<file path="src/sv/nsfc_pkg.sv">
// shared types, constants and helper functions of the nmea sentence framer/checker
`default_nettype none

package nsfc_pkg;

  // line length limit and field cap
  localparam int LINE_BYTES = 128;
  localparam int MAX_FIELDS = 24;

  // widths
  localparam int BYTE_W     = 8;
  localparam int FILL_W     = $clog2(LINE_BYTES);
  localparam int LEN_W      = 7;
  localparam int FIELD_CNT_W = 5;
  localparam int COMMA_W    = $clog2(MAX_FIELDS);
  localparam int KIND_W     = 3;
  localparam int HEAD_LEN_W = 4;
  localparam int TAIL_W     = 24;

  // head length saturates just past the eight-character pair tag
  localparam int HEAD_LEN_SAT = 9;
  localparam int PAIR_LEN     = 8;

  // characters
  localparam logic [BYTE_W-1:0] CH_DOLLAR = 8'h24;
  localparam logic [BYTE_W-1:0] CH_STAR   = 8'h2A;
  localparam logic [BYTE_W-1:0] CH_COMMA  = 8'h2C;
  localparam logic [BYTE_W-1:0] CH_CR     = 8'h0D;
  localparam logic [BYTE_W-1:0] CH_LF     = 8'h0A;
  localparam logic [BYTE_W-1:0] CH_NUL    = 8'h00;
  localparam logic [BYTE_W-1:0] CH_G      = 8'h47;

  // three-character sentence tails
  localparam logic [TAIL_W-1:0] TAIL_GGA = "GGA";
  localparam logic [TAIL_W-1:0] TAIL_RMC = "RMC";
  localparam logic [TAIL_W-1:0] TAIL_VTG = "VTG";
  localparam logic [TAIL_W-1:0] TAIL_GSA = "GSA";

  typedef enum logic [KIND_W-1:0] {
    KIND_OTHER      = 3'd0,
    KIND_GGA        = 3'd1,
    KIND_RMC        = 3'd2,
    KIND_VTG        = 3'd3,
    KIND_GSA        = 3'd4,
    KIND_RATE_REPLY = 3'd5
  } kind_t;

  // per-line tracking state
  typedef struct packed {
    logic [FILL_W-1:0]     fill;
    logic [BYTE_W-1:0]     xr;
    logic                  star;
    logic [1:0]            after_star;
    logic [BYTE_W-1:0]     hex;
    logic                  hex_stop;
    logic                  ended;
    logic [COMMA_W-1:0]    commas;
    logic                  head_open;
    logic [TAIL_W-1:0]     tail;
    logic [HEAD_LEN_W-1:0] head_len;
    logic                  pair_ok;
    logic                  second_g;
  } line_state_t;

  localparam line_state_t LINE_CLEAR = '{
    fill:       '0,
    xr:         '0,
    star:       1'b0,
    after_star: 2'd0,
    hex:        '0,
    hex_stop:   1'b0,
    ended:      1'b0,
    commas:     '0,
    head_open:  1'b1,
    tail:       '0,
    head_len:   '0,
    pair_ok:    1'b1,
    second_g:   1'b0
  };

  // one framed-line report
  typedef struct packed {
    logic [LEN_W-1:0]       line_length;
    logic                   checksum_ok;
    logic [BYTE_W-1:0]      computed_checksum;
    logic [BYTE_W-1:0]      received_checksum;
    logic [FIELD_CNT_W-1:0] field_count;
    logic                   gnss_talker;
    logic [KIND_W-1:0]      sentence_kind;
  } result_t;

  // characters of the rate reply tag
  function automatic logic [BYTE_W-1:0] pair_char(input logic [2:0] idx);
    logic [BYTE_W-1:0] c;
    unique case (idx)
      3'd0:    c = "$";
      3'd1:    c = "P";
      3'd2:    c = "A";
      3'd3:    c = "I";
      3'd4:    c = "R";
      3'd5:    c = "0";
      3'd6:    c = "5";
      default: c = "1";
    endcase
    return c;
  endfunction

  // hex digit decode: {is_hex, value}
  function automatic logic [4:0] hex_decode(input logic [BYTE_W-1:0] b);
    logic [4:0] r;
    r = 5'd0;
    if (b >= "0" && b <= "9") begin
      r = {1'b1, 4'(b - 8'h30)};
    end else if (b >= "A" && b <= "F") begin
      r = {1'b1, 4'(b - 8'h37)};
    end else if (b >= "a" && b <= "f") begin
      r = {1'b1, 4'(b - 8'h57)};
    end
    return r;
  endfunction

endpackage

`default_nettype wire

</file>
<file path="src/sv/nsfc_line_tracker.sv">
// per-byte line framing, checksum, field and head tracking with report build
`default_nettype none

module nsfc_line_tracker (
  input  wire logic                        clk,
  input  wire logic                        rst_n,
  input  wire logic                        step,
  input  wire logic [nsfc_pkg::BYTE_W-1:0] rx_byte,
  output nsfc_pkg::result_t                result,
  output logic                             emit
);

  nsfc_pkg::line_state_t st_r, st_nxt;

  logic       is_term;
  logic [4:0] hex_dec;
  logic       head_hit;
  logic       tail_long;
  logic [nsfc_pkg::FIELD_CNT_W-1:0] fields;
  nsfc_pkg::kind_t kind;

  assign is_term = (rx_byte == nsfc_pkg::CH_CR) || (rx_byte == nsfc_pkg::CH_LF);
  assign hex_dec = nsfc_pkg::hex_decode(rx_byte);

  // head field pair-tag match on the incoming byte
  assign head_hit = (int'(st_r.head_len) < nsfc_pkg::PAIR_LEN) &&
                    (nsfc_pkg::pair_char(st_r.head_len[2:0]) == rx_byte);

  // report fields from the current line state
  assign fields    = nsfc_pkg::FIELD_CNT_W'(int'(st_r.commas) + 1);
  assign tail_long = int'(st_r.head_len) >= 3;

  always_comb begin
    kind = nsfc_pkg::KIND_OTHER;
    priority if (tail_long && st_r.tail == nsfc_pkg::TAIL_GGA) begin
      kind = nsfc_pkg::KIND_GGA;
    end else if (tail_long && st_r.tail == nsfc_pkg::TAIL_RMC) begin
      kind = nsfc_pkg::KIND_RMC;
    end else if (tail_long && st_r.tail == nsfc_pkg::TAIL_VTG) begin
      kind = nsfc_pkg::KIND_VTG;
    end else if (tail_long && st_r.tail == nsfc_pkg::TAIL_GSA) begin
      kind = nsfc_pkg::KIND_GSA;
    end else if (int'(st_r.head_len) == nsfc_pkg::PAIR_LEN && st_r.pair_ok &&
                 int'(fields) >= 2) begin
      kind = nsfc_pkg::KIND_RATE_REPLY;
    end else begin
      kind = nsfc_pkg::KIND_OTHER;
    end
  end

  always_comb begin
    result.line_length       = nsfc_pkg::LEN_W'(st_r.fill);
    result.checksum_ok       = st_r.star && (st_r.after_star >= 2'd2) &&
                               (st_r.xr == st_r.hex);
    result.computed_checksum = st_r.xr;
    result.received_checksum = st_r.star ? st_r.hex : '0;
    result.field_count       = fields;
    result.gnss_talker       = st_r.second_g;
    result.sentence_kind     = kind;
  end

  assign emit = step && is_term && (st_r.fill != '0);

  // next line state
  always_comb begin
    st_nxt = st_r;
    if (step) begin
      priority if (rx_byte == nsfc_pkg::CH_DOLLAR) begin
        // new line: dollar is the first head character
        st_nxt          = nsfc_pkg::LINE_CLEAR;
        st_nxt.fill     = nsfc_pkg::FILL_W'(1);
        st_nxt.tail     = nsfc_pkg::TAIL_W'(rx_byte);
        st_nxt.head_len = nsfc_pkg::HEAD_LEN_W'(1);
      end else if (is_term) begin
        if (st_r.fill != '0) begin
          st_nxt = nsfc_pkg::LINE_CLEAR;
        end
      end else if (st_r.fill != '0) begin
        if (st_r.fill < nsfc_pkg::FILL_W'(nsfc_pkg::LINE_BYTES - 1)) begin
          st_nxt.fill = st_r.fill + 1'b1;
          if (st_r.fill == nsfc_pkg::FILL_W'(1) && rx_byte == nsfc_pkg::CH_G) begin
            st_nxt.second_g = 1'b1;
          end
          if (!st_r.ended) begin
            priority if (rx_byte == nsfc_pkg::CH_NUL) begin
              st_nxt.ended     = 1'b1;
              st_nxt.head_open = 1'b0;
            end else if (!st_r.star) begin
              if (rx_byte == nsfc_pkg::CH_STAR) begin
                st_nxt.star      = 1'b1;
                st_nxt.head_open = 1'b0;
              end else begin
                st_nxt.xr = st_r.xr ^ rx_byte;
                if (rx_byte == nsfc_pkg::CH_COMMA) begin
                  if ((int'(st_r.commas) + 1) < nsfc_pkg::MAX_FIELDS) begin
                    st_nxt.commas = st_r.commas + 1'b1;
                  end
                  st_nxt.head_open = 1'b0;
                end else if (st_r.head_open) begin
                  // shift into head tail and track the pair tag
                  st_nxt.tail    = {st_r.tail[15:0], rx_byte};
                  st_nxt.pair_ok = st_r.pair_ok && head_hit;
                  if (int'(st_r.head_len) < nsfc_pkg::HEAD_LEN_SAT) begin
                    st_nxt.head_len = st_r.head_len + 1'b1;
                  end
                end
              end
            end else if (st_r.after_star < 2'd2) begin
              // checksum digits after the star
              st_nxt.after_star = st_r.after_star + 1'b1;
              if (!st_r.hex_stop) begin
                if (hex_dec[4]) begin
                  st_nxt.hex = {st_r.hex[3:0], hex_dec[3:0]};
                end else begin
                  st_nxt.hex_stop = 1'b1;
                end
              end
            end
          end
        end else begin
          // overflow drops the line
          st_nxt = nsfc_pkg::LINE_CLEAR;
        end
      end
    end
  end

  always_ff @(posedge clk) begin
    if (!rst_n) begin
      st_r <= nsfc_pkg::LINE_CLEAR;
    end else begin
      st_r <= st_nxt;
    end
  end

endmodule

`default_nettype wire

</file>
<file path="config.mk">
export PLATFORM = sky130hd
export DESIGN_NAME = nsfc_line_tracker
export DESIGN_NICKNAME = d
export VERILOG_FILES = /design/src/sv/nsfc_pkg.sv /design/src/sv/nsfc_line_tracker.sv
export SDC_FILE = /design/constraint.sdc
export NUM_CORES = 1
export LEC_CHECK = 0
export BUFFER_PORTS_ARGS = -buffer_cell sky130_fd_sc_hd__buf_2
export CORE_ASPECT_RATIO = 0.7
export CORE_MARGIN = 5
export CORE_UTILIZATION = 59
export DETAILED_ROUTE_END_ITERATION = 8
export HOLD_SLACK_MARGIN = 0.02
export PLACE_DENSITY = 0.8
export SKIP_LAST_GASP = 1
export SLEW_MARGIN = 20
export SYNTH_ARGS = -nofsm -noshare
export SYNTH_HDL_FRONTEND = slang
export SYNTH_SLANG_ARGS = --single-unit
</file>
<file path="constraint.sdc">
create_clock -name clk -period 2.5 [get_ports clk]
set_input_delay 0.5 -clock clk [delete_from_list [all_inputs] [get_ports clk]]
set_output_delay 0.5 -clock clk [all_outputs]
set_load 0.005 [all_outputs]
</file>
# ---- Yosys cells after proc, flatten, opt, wreduce, memory -nomap -nowiden
# Index checks and enable logic that the tools add are counted.
dict set report op_classes {
  add_sub_neg 8
  order_cmp 14
  n_eq_ne 36
  muxes 39
  n_bitwise 1
  reduce_logical 31
}
# op count
set op_table {}
lappend op_table {{two-way mux 64 bit} 5}
lappend op_table {{two-way mux 29 bit} 4}
lappend op_table {{equality test 24 x 23 -> 1 bit, second input constant} 4}
lappend op_table {{two-way mux 56 bit} 1}
lappend op_table {{case mux 7 bit (7 select lines)} 1}
lappend op_table {{inequality test 4 bit, second input constant} 9}
lappend op_table {{two-way mux 35 bit} 1}
lappend op_table {{two-way mux 5 bit} 6}
lappend op_table {{equality test 8 x 6 -> 1 bit, second input constant} 3}
lappend op_table {{two-way mux 8 bit} 3}
lappend op_table {{AND reduction 8 bit} 3}
lappend op_table {{two-way mux 11 bit} 2}
lappend op_table {{two-way mux 20 bit} 1}
lappend op_table {{inequality test 4 x 3 -> 1 bit, second input constant} 5}
lappend op_table {{two-way mux 9 bit} 2}
lappend op_table {{equality test 8 x 4 -> 1 bit, second input constant} 2}
lappend op_table {{greater-or-equal comparator 8 x 7 -> 1 bit, second input constant} 2}
lappend op_table {{less-or-equal comparator 8 x 7 -> 1 bit, second input constant} 2}
lappend op_table {{logical AND 1 bit} 16}
lappend op_table {{two-way mux 3 bit} 5}
lappend op_table {{AND reduction 6 bit} 2}
lappend op_table {{equality test 3 bit, second input constant} 3}
lappend op_table {{AND reduction 9 bit} 1}
lappend op_table {{equality test 7 x 8 -> 1 bit} 1}
lappend op_table {{37 further kinds} 45}
dict set report word_totals {
  register_bits 64
  in_bits 11
  out_inout_bits 34
  word_cells 142
}

# ---- Logic depth before layout (Yosys ltp)
# Gate-level depths: netlist (run 1).
dict set report logic_depth {
  depth_word 15
  mapped_depth 11
  depth_no_buf 8
}

# ---- Least setup slack after synthesis (run 1)
# OpenSTA, ideal clock, no wires.
dict set report synth_path {
  path_type {input -> register}
  startpoint {input rx_byte[0] in the netlist's numbering}
  endpoint {register st_r[33] in the netlist's numbering}
  setup_ps 117
  t_arrival_ps 2238
  required_time_ps 2383
  setup_slack_ps 144
  cell_stages 10
  n_path_buf 2
  path_cell_list {inv_1 ha_1 and4b_1 and2_1 buf_4 o21ai_1 buf_2 a21oi_2 o21ai_1 a32o_1}
}
dict set report synth_via {
  elab_chain_cells 4
  elab_cells_between_ends 17
  classes_between {eq/ne (11); mux (2); reduce/logical (4)}
}
# element line
set synth_lines {}
lappend synth_lines {{start: declaration} nsfc_line_tracker.sv:8} ;# input wire logic [nsfc_pkg::BYTE_W-1:0] rx_byte,
lappend synth_lines {{equality test 8 x 4 -> 1 bit} nsfc_line_tracker.sv:22} ;# assign is_term = (rx_byte == nsfc_pkg::CH_CR) || (rx_byte == nsfc_pkg::CH_LF);
lappend synth_lines {{logical OR 1 bit} nsfc_line_tracker.sv:22}
lappend synth_lines {{inequality test 4 x 3 -> 1 bit (no source line), or another cell as far along} -}
lappend synth_lines {{AND reduction 8 bit (no source line) or two-way mux 64 bit (tied branches)} -}
lappend synth_lines {{end signal: assignment} nsfc_line_tracker.sv:130} ;# st_r <= nsfc_pkg::LINE_CLEAR;
lappend synth_lines {{end signal: assignment} nsfc_line_tracker.sv:132} ;# st_r <= st_nxt;
lappend synth_lines {{end: declaration} nsfc_line_tracker.sv:13} ;# nsfc_pkg::line_state_t st_r, st_nxt;
# Parallel ways exist; a longest one is shown, timed or not.
# A chain may end at the register's enable or synchronous reset.

==> results of run 1 <==
## path summary, 6_finish.rpt
path	to	slack [ps]	depth (start not counted)	start
worst min register to register	st_r[23]$_SDFFE_PN0P_	460	2	st_r[23]$_SDFFE_PN0P_
worst min-delay path	st_r[23]$_SDFFE_PN0P_	460	2	st_r[23]$_SDFFE_PN0P_
worst max register to register	st_r[1]$_SDFFE_PN1P_	140	8	st_r[3]$_SDFFE_PN0P_
worst max-delay path	result[2]	-170	6	st_r[22]$_SDFFE_PN0P_
## power breakdown
group	internal, W	switching, W	total [W]	leakage (nW)
registers	0.00102	0.00000160	0.00102	0.519
logic	0.0000548	0.0000942	0.000149	1.33
clock network	0.000451	0.000417	0.000868	0.0948
total	0.00152	0.000513	0.00204	1.94
## tightest hold or removal path: stages, from the launching register on
cell and delay (ps):
dfxtp_1 320, nand3_1 60, nand2_1 50
## area by class of cell
type / instances / area share
multi-input cells: 364 / 0.519
well taps: 94 / 0.0253
clock inverters: 6 / 0.0132
inverters: 25 / 0.0202
clock buffers: 9 / 0.0266
repair buffers: 83 / 0.118
flip-flops and latches: 64 / 0.277
## metrics by stage
stage | instance area [µm²] | std cells | setup TNS, ps
after detailed placement | 4370 | 627 | -1890
after CTS | 4630 | 645 | -214
after global routing | 4650 | 645 | -544
final | 4650 | 645 | -303
after global placement | 4370 | 627 | -458
after floorplan | 3980 | 497 | 0
## flip-flops by register name, summed over array words and instances (netlist names)
register  flops
result       16
st_r         48
## per-layer routing
layer	share of wire	wire, µm	vias to the layer above	GRT usage
met5	0	0	-	0
met4	0.0097	104	0	0.0769
met3	0.096	1030	16	0.0634
met2	0.43	4640	190	0.389
met1	0.46	4960	1840	0.393
li1	-	-	1863	-
## timing repair
item	CTS	global route
setup endpoints to repair	3	11
buffers inserted	3	0
pin swaps	4	2
gates resized for setup	16	5
## cell usage after synthesis, types with 9 or more instances
master    number  area share
a21oi_1       20       0.025
and2_1        10       0.016
o21ai_0       15       0.019
inv_1         24       0.023
mux2i_1       14       0.035
buf_4         20       0.038
nor4_1        12       0.019
dfxtp_1       64        0.32
clkbuf_1      14       0.013
xor2_1        14       0.031
nand3_1       51       0.064
nand2_1       52       0.049
ha_1          16       0.050
nor2_1        36       0.034
nor3_1         9       0.011
or3_1          9       0.014
## kinds of logic after synthesis
family / count (synthesis) / synth area share
multiplexers: 15 / 0.0390
buffers and inverters: 69 / 0.0884
XOR/XNOR: 21 / 0.0462
adder cells (fa/ha/maj): 16 / 0.0503
AO/OA/AOI/OAI: 95 / 0.167
AND/OR/NAND/NOR: 217 / 0.287
flip-flops: 64 / 0.322
==> impl_metrics.csv, run 1 <==
group,metric,value,unit
run_status,status,"finished, violations left",
run_status,violations,"negative setup slack",
routing,vias_per_cell,6.06,
run,drv_cap,0,
worst_setup_path,cp.arrival,2170,ps
layout,area_delta_synth_final,17.0,%
worst_setup_path,startpoint_type,"flop",
synthesis,synth.yosys.seq_area_share,0.322,
routing,wire_per_inst,16.6,µm
global_routing,grt_pass1_vias,3602,
routing,ant_nets,0,
synthesis,synthFlopType,"dfxtp_1",
clocking,tritoncts,"built",
layout,multi_input_area,0.00241,mm²
floorplanning,coreArea,0.00666,mm²
synthesis,ys_warn_count,0,
routing,vias,3909,
worst_setup_path,cp-end-kind,"output port",
pwr,powerDensity,438,mW/mm²
placed_design,io_buffers,44,
sta,setup_viol,3,
layout,layout-drive-gt1-share,0.238,
floorplanning,initial_core_util,0.597,
pwr,total_power,0.00204,W
clocking,cts.sinks,64,
global_routing,grt_antenna_before_repair,0,
synthesis,syn_inst,497,
floorplanning,fp.dieW,108,µm
worst_setup_path,cp.required,2000,ps
global_routing,gr-total-overflow,0,
placed_design,hpwl,7740,µm
placed_design,dp_slack,-233,ps
sta,fmax,374,MHz
synthesis,synth_nets,524,
global_routing,grt_util_all_layers,0.268,
worst_setup_path,cp_slowest_cell,"or4_4",
global_routing,grt_pass1_wl,18200,µm
layout,final_cell_mix,"dfxtp_1 (58), nand2_1 (52), nand3_1 (50)",
routing,drt-pass1-iter-count,6,
synthesis,synth.distinct_cells,68,
synthesis,syn_area,0.00398,mm²
layout,layout_commonest_cell,"dfxtp_1",
layout,nets,574,
synthesis,synth_edf_count,0,
worst_setup_path,critPathKind,"reg2out",
floorplanning,ios,45,
sta,hold_ws,463,ps
sta,rsz0062_at_grt,"yes",
worst_setup_path,path_max_fanout,3,
synthesis,ys_async_sr_fraction,0,
routing,drt-initial-drc-count,350,
sta,slew_headroom,0.617,
clocking,numCtsBuffers,9,
global_routing,grt_max_degree,39,
sta,slew_violations,0,
layout,ff_latch_area,0.00129,mm²
synthesis,ys_ff_latch,64,
sta,hold_violations,0,
routing,totalWireLength,10700,µm
placed_design,gp_congestion,0.904,
layout,n_antenna_cell,0,
floorplanning,fp-row-count,25,
clocking,cts_hold_buf,0,
worst_setup_path,slowest_delay,560,ps
clocking,htree_levels,3,
floorplanning,dieArea,0.00851,mm²
sta,fin_crit_sh,1.07,
clocking,cts_root_buf,"clkbuf_8",
pwr,power_leakage,1.94,nW
sta,skew,7.56,ps
floorplanning,fp.dieH,78.7,µm
layout,fin_util,0.698,
worst_setup_path,cp_cell_sequence,"or4bb_1 -> or4_4 -> a21oi_4 -> a31oi_1 -> o21a_1 -> buf_2",
pwr,peakVddDrop,303,µV
sta,setup_ws,-171,ps
worst_setup_path,cp_num_buf_inv,1,
layout,n_fill_cell,537,
worst_setup_path,path_delay_family,"simple AND/OR/NAND/NOR gates",
hold_path,hp-class,"reg2reg",
clocking,clockBufferDepth,2,
sta,fin_crit,2670,ps
clocking,clk_pin_slew,80,ps
routing,drc,0,
clocking,insertion_delay,350,ps
synthesis,synth.avg_cell_area,8.00,µm²
sta,tightest_slew,569,ps
No activity file was read; power rests on OpenSTA's default activity.
==> inputs of run 2 (changes only) <==
Settings changed: MAX_ROUTING_LAYER from default to met4.
==> run 2 against run 1 <==
  * The run still ends with negative setup slack left
  * Wire length increased by 0.90%
  * Register-to-register slack about the same
  * Combinational power about the same
  * Setup slack improved by 0.62 ps
  * Non-clock buffer count unchanged
  * Critical path type unchanged
  * Critical endpoint unchanged
  * Highest routed layer unchanged
==> impl_metrics.csv, run 2 (same netlist as run 1, synthesis figures left out) <==
group,metric,value,unit
placed_design,placed_cells,627,
global_routing,grt_pass1_wl,18200,µm
layout,multi_input_area,0.00241,mm²
global_routing,grt_pass1_vias,3605,
worst_setup_path,cp.required,2000,ps
pwr,p_clk_frac,0.426,
clocking,clk_pin_slew,80,ps
sta,finalSetupTns,-300,ps
pwr,netSwitchingPower,0.000514,W
pwr,powerDensity,438,mW/mm²
sta,tightest_slew,556,ps
sta,setup_ws,-170,ps
sta,slew_violations,0,
global_routing,grt_antenna_before_repair,0,
placed_design,io_buffers,44,
clocking,clockBufferDepth,2,
placed_design,gp_congestion,0.920,
layout,final_cell_mix,"dfxtp_1 (58), nand2_1 (52), nand3_1 (50)",
sta,rsz0062_at_grt,"yes",
clocking,cts_hold_buf,0,
pwr,swShare,0.252,
worst_setup_path,cp-end-kind,"output port",
layout,layout-drive-gt1-share,0.238,
layout,fin_util,0.698,
clocking,cts.sinks,64,
run,drv_cap,0,
worst_setup_path,rr_worst_depth,8,
routing,met2_length,4630,µm
pwr,pwr-share-comb,0.073,
worst_setup_path,r2r_slack,140,ps
run_status,violations,"negative setup slack",
worst_setup_path,startpoint_type,"flop",
clocking,numCtsBuffers,9,
worst_setup_path,rr_endpoint,"st_r[1]$_SDFFE_PN1P_",
hold_path,hold_end,"st_r[23]$_SDFFE_PN0P_",
layout,final_cells,645,
pwr,internal_power,0.00152,W
routing,wl_met1,4990,µm
sta,hold_violations,0,
clocking,insertion_delay,350,ps
floorplanning,dieArea,0.00851,mm²
worst_setup_path,crit-reg2reg-launch,"st_r[3]$_SDFFE_PN0P_",
floorplanning,initial_core_util,0.597,
clocking,tritoncts,"built",
layout,nets,574,
routing,drc,0,
layout,n_fill_cell,537,
layout,ff_latch_area,0.00129,mm²
floorplanning,ios,45,
routing,ant_nets,0,
placed_design,hpwl,7740,µm
sta,skew,7.57,ps
sta,setup_viol,3,
routing,routed-wl-met3,1070,µm
hold_path,hold_depth,2,
clocking,htree_levels,3,
global_routing,grt_max_degree,39,
sta,slew_headroom,0.626,
routing,highest_layer,"met4",
pwr,peakVddDrop,302,µV
worst_setup_path,critPathKind,"reg2out",
floorplanning,fp-row-count,25,
worst_setup_path,path_max_fanout,3,
run_status,status,"finished, violations left",
layout,n_antenna_cell,0,
pwr,power_leakage,1.94,nW
floorplanning,fp.dieH,78.7,µm
layout,regMostFlops,"st_r",
floorplanning,fp.dieW,108,µm
routing,vias_per_cell,6.08,
clocking,cts_root_buf,"clkbuf_8",
layout,area_delta_synth_final,17.0,%
floorplanning,coreArea,0.00666,mm²
global_routing,gr-total-overflow,0,
routing,wire_per_inst,16.8,µm
routing,drt-initial-drc-count,416,
worst_setup_path,cp.arrival,2170,ps
layout,largest_reg_flops,48,
hold_path,hp-class,"reg2reg",
layout,layout_commonest_cell,"dfxtp_1",
pwr,seqPwrFrac,0.501,
sta,fin_crit,2670,ps
routing,drt-pass1-iter-count,8,
sta,fin_crit_sh,1.07,
global_routing,grt_util_all_layers,0.275,
hold_path,min_from,"st_r[23]$_SDFFE_PN0P_",
routing,vias,3924,
sta,fmax,374,MHz
routing,totalWireLength,10800,µm
-- run 2: final cells by class --
class	instances	share of cell area
multi-input cells	364	0.519
flip-flops and latches	64	0.277
clock inverters	6	0.0132
clock buffers	9	0.0266
well taps	94	0.0253
repair buffers	83	0.118
inverters	25	0.0202
-- run 2: worst max path at each step --
stage / startpoint / endpoint / slack, ps / cells after the start
after global placement: rx_byte[0] / result[21]$_SDFFE_PN0P_ / -110 / 9
final: st_r[22]$_SDFFE_PN0P_ / result[2] / -170 / 6
after CTS: st_r[22]$_SDFFE_PN0P_ / result[2] / -110 / 6
after floorplan: rx_byte[0] / st_r[33]$_SDFFE_PN0P_ / 140 / 10
after global routing: st_r[9]$_SDFFE_PN0P_ / result[2] / -250 / 7
after detailed placement: rx_byte[0] / result[24]$_SDFFE_PN0P_ / -230 / 9
-- run 2: routing by layer --
metal  global-route usage  vias to the layer above
li1                     -                     1861
met1                0.394                     1834
met2                0.389                      208
met3               0.0626                       21
met4               0.0769                        0
met5                    -                        -
-- run 2: power by group through the flow --
| stage | registers, W | logic, W | clock network (W) |
|---|---|---|---|
| final | 0.00102 | 0.000150 | 0.000869 |
| after global routing | 0.00102 | 0.000160 | 0.000937 |
| after CTS | 0.00102 | 0.000145 | 0.000882 |
| after detailed placement | 0.00105 | 0.000144 | 0 |
| after global placement | 0.00105 | 0.000141 | 0 |
| after floorplan | 0.00104 | 0.0000801 | 0 |
-- run 2: stage by stage --
stage          worst slack (ps)  cell area (µm²)  hold slack, ps  total power (W)
3_3_place_gp               -106             4370             438          0.00119
4_1_cts                    -107             4630             464          0.00205
2_1_floorplan               144             3980             430          0.00112
5_1_grt                    -246             4650             484          0.00212
6_report                   -170             4650             463          0.00204
3_5_place_dp               -233             4370             446          0.00119
-- run 2: timing repair --
action                     CTS  global route
setup endpoints to repair    3            11
resized for setup           16             5
pin swaps                    4             2
buffers inserted             3             0
-- run 2: worst max-delay path: stages (launching register included) --
cell and delay (ps):
dfxtp_2 320, or4bb_1 500, or4_4 560, a21oi_4 150, a31oi_1 60, o21a_1 120, buf_2 120
==> inputs of run 3 (changes only) <==
Settings changed: CORE_UTILIZATION 59 to 61, CTS_BUF_LIST from default to sky130_fd_sc_hd__clkbuf_8, PLACE_DENSITY 0.8 to 0.83.
==> run 3 against run 2 <==
  * The flow still finishes with violations (negative setup slack)
  * Via count increased by 0.33%
  * Design area increased by 0.48%
  * Combinational power about the same
  * Cell count decreased by 1.7%
  * Sequential share of layout area decreased by 0.16 points
  * Non-clock buffer count increased by 4
  * Setup slack improved by 57 ps
  * Sequential power about the same
  * First-iteration DRC count decreased by 27%
  * Die area decreased by 2.9%
  * Hold slack got worse by 6.2 ps
  * Critical path type unchanged
  * Critical endpoint unchanged
  * Largest power group unchanged
  * Highest routed layer unchanged
==> impl_metrics.csv, run 3 (same netlist as run 1, synthesis figures left out) <==
group,metric,value,unit
layout,n_antenna_cell,0,
clocking,numCtsBuffers,9,
hold_path,hp-class,"reg2reg",
worst_setup_path,r2r_slack,120,ps
sta,tightest_slew,550,ps
clocking,clockBufferDepth,2,
worst_setup_path,cp.required,2000,ps
sta,fin_crit_sh,1.05,
worst_setup_path,crit-reg2reg-launch,"st_r[2]$_SDFFE_PN0P_",
clocking,tritoncts,"built",
sta,rsz0062_at_grt,"yes",
clocking,insertion_delay,360,ps
routing,wire_per_inst,17.1,µm
floorplanning,ios,45,
floorplanning,initial_core_util,0.634,
worst_setup_path,cp_slowest_cell,"or4_4",
layout,nets,578,
routing,drc,0,
layout,layout-drive-gt1-share,0.243,
layout,final_cells,634,
routing,vias_per_cell,6.21,
sta,hold_ws,457,ps
placed_design,placed_cells,613,
sta,slew_violations,0,
routing,vias,3937,
worst_setup_path,slowest_delay,510,ps
layout,largest_reg_flops,48,
clocking,cts_hold_buf,0,
pwr,power_leakage,1.97,nW
worst_setup_path,path_max_fanout,3,
sta,setup_ws,-114,ps
hold_path,min_from,"st_r[27]$_SDFFE_PN0P_",
clocking,htree_levels,3,
sta,hold_violations,0,
worst_setup_path,cp.arrival,2110,ps
worst_setup_path,rr_worst_depth,8,
routing,drt-initial-drc-count,303,
sta,slew_headroom,0.633,
worst_setup_path,cp-end-kind,"output port",
layout,layout_commonest_cell,"dfxtp_1",
floorplanning,fp.dieW,107,µm
hold_path,hold_end,"st_r[27]$_SDFFE_PN0P_",
global_routing,grt_util_all_layers,0.278,
global_routing,grt_antenna_before_repair,0,
worst_setup_path,cp_cell_sequence,"or4bb_1 -> or4_4 -> a21oi_2 -> a31oi_1 -> o21a_1 -> buf_2",
routing,totalWireLength,10800,µm
sta,fin_crit,2610,ps
floorplanning,dieArea,0.00826,mm²
clocking,clk_pin_slew,80,ps
run,drv_cap,0,
floorplanning,fp.dieH,77.6,µm
floorplanning,fp-row-count,24,
worst_setup_path,rr_endpoint,"st_r[1]$_SDFFE_PN1P_",
layout,final_cell_mix,"dfxtp_1 (57), nand2_1 (52), nand3_1 (50)",
pwr,peakVddDrop,300,µV
placed_design,hpwl,7710,µm
placed_design,gp_congestion,0.935,
clocking,cts.sinks,64,
floorplanning,coreArea,0.00628,mm²
layout,fin_util,0.745,
placed_design,place_area,0.00436,mm²
layout,design_area,0.00468,mm²
sta,fmax,383,MHz
layout,area_delta_synth_final,17.6,%
sta,setup_viol,3,
sta,skew,10.2,ps
routing,ant_nets,0,
global_routing,gr-total-overflow,0,
run_status,violations,"negative setup slack",
worst_setup_path,startpoint_type,"flop",
routing,drt-pass1-iter-count,5,
global_routing,grt_pass1_wl,18100,µm
placed_design,io_buffers,44,
pwr,powerDensity,442,mW/mm²
clocking,cts_root_buf,"clkbuf_8",
worst_setup_path,critPathKind,"reg2out",
hold_path,hold_depth,2,
layout,regMostFlops,"st_r",
global_routing,grt_pass1_vias,3714,
run_status,status,"finished, violations left",
global_routing,grt_max_degree,39,
## run 3: cell types whose count changed in the layout (fill, tap and decap cells not counted), sizes merged
cell | previous run | this run
buf | 83 | 87
clkinv | 4 | 3
clkbuf | 9 | 10
inv | 25 | 26
## run 3: stage by stage
step	TNS (ps)	power [W]	worst slack (ps)
2_1_floorplan	0	0.00112	144
3_3_place_gp	-247	0.00118	-72.5
3_5_place_dp	-1210	0.00119	-171
4_1_cts	-215	0.00208	-118
5_1_grt	-503	0.00215	-189
6_report	-231	0.00207	-114
## run 3: worst max path at each step
stage                     startpoint                      end  slack [ps]  depth (start not counted)
6_report       st_r[22]$_SDFFE_PN0P_                result[2]        -110                          6
5_1_grt         st_r[2]$_SDFFE_PN0P_                result[2]        -190                          8
4_1_cts        st_r[22]$_SDFFE_PN0P_                result[2]        -120                          6
3_5_place_dp              rx_byte[0]  result[24]$_SDFFE_PN0P_        -170                         10
3_3_place_gp              rx_byte[0]  result[19]$_SDFFE_PN0P_         -70                         10
2_1_floorplan             rx_byte[0]    st_r[33]$_SDFFE_PN0P_         140                         10
## run 3: critical path, delay by kind of cell (launching register included)
family	cells	cell delay [ps]
simple gates	2	1010
flops	1	320
compound gates	3	310
buf+inv	1	120
## run 3: layer usage
metal,vias up,GRT usage,share of wire
met1,1873,0.370,0.44
met3,27,0.0846,0.096
li1,1865,-,-
met2,172,0.404,0.45
met5,-,-,0
met4,0,0.0932,0.016
## run 3: cell type report
type                            instances  area (µm²)
Clock buffer                           10         138
Clock inverter                          6        60.1
Fill cell                             486        1600
Inverter                               25        93.8
Multi-Input combinational cell        364        2410
Sequential cell                        64        1290
Tap cell                               78        97.6
Timing Repair Buffer                   87         587
## run 3: where the power goes
part           total [W]  leakage (nW)  switching, W  internal [W]
logic           0.000147          1.35     0.0000939     0.0000532
registers        0.00102         0.519    0.00000161       0.00102
clock network   0.000900         0.103      0.000418      0.000482
total            0.00207          1.97      0.000513       0.00155
## run 3: repair_timing
item                       in CTS  in global routing
pin swaps                       6                  1
buffers inserted                4                  1
setup endpoints to repair       3                  7
gates resized for setup        14                  6
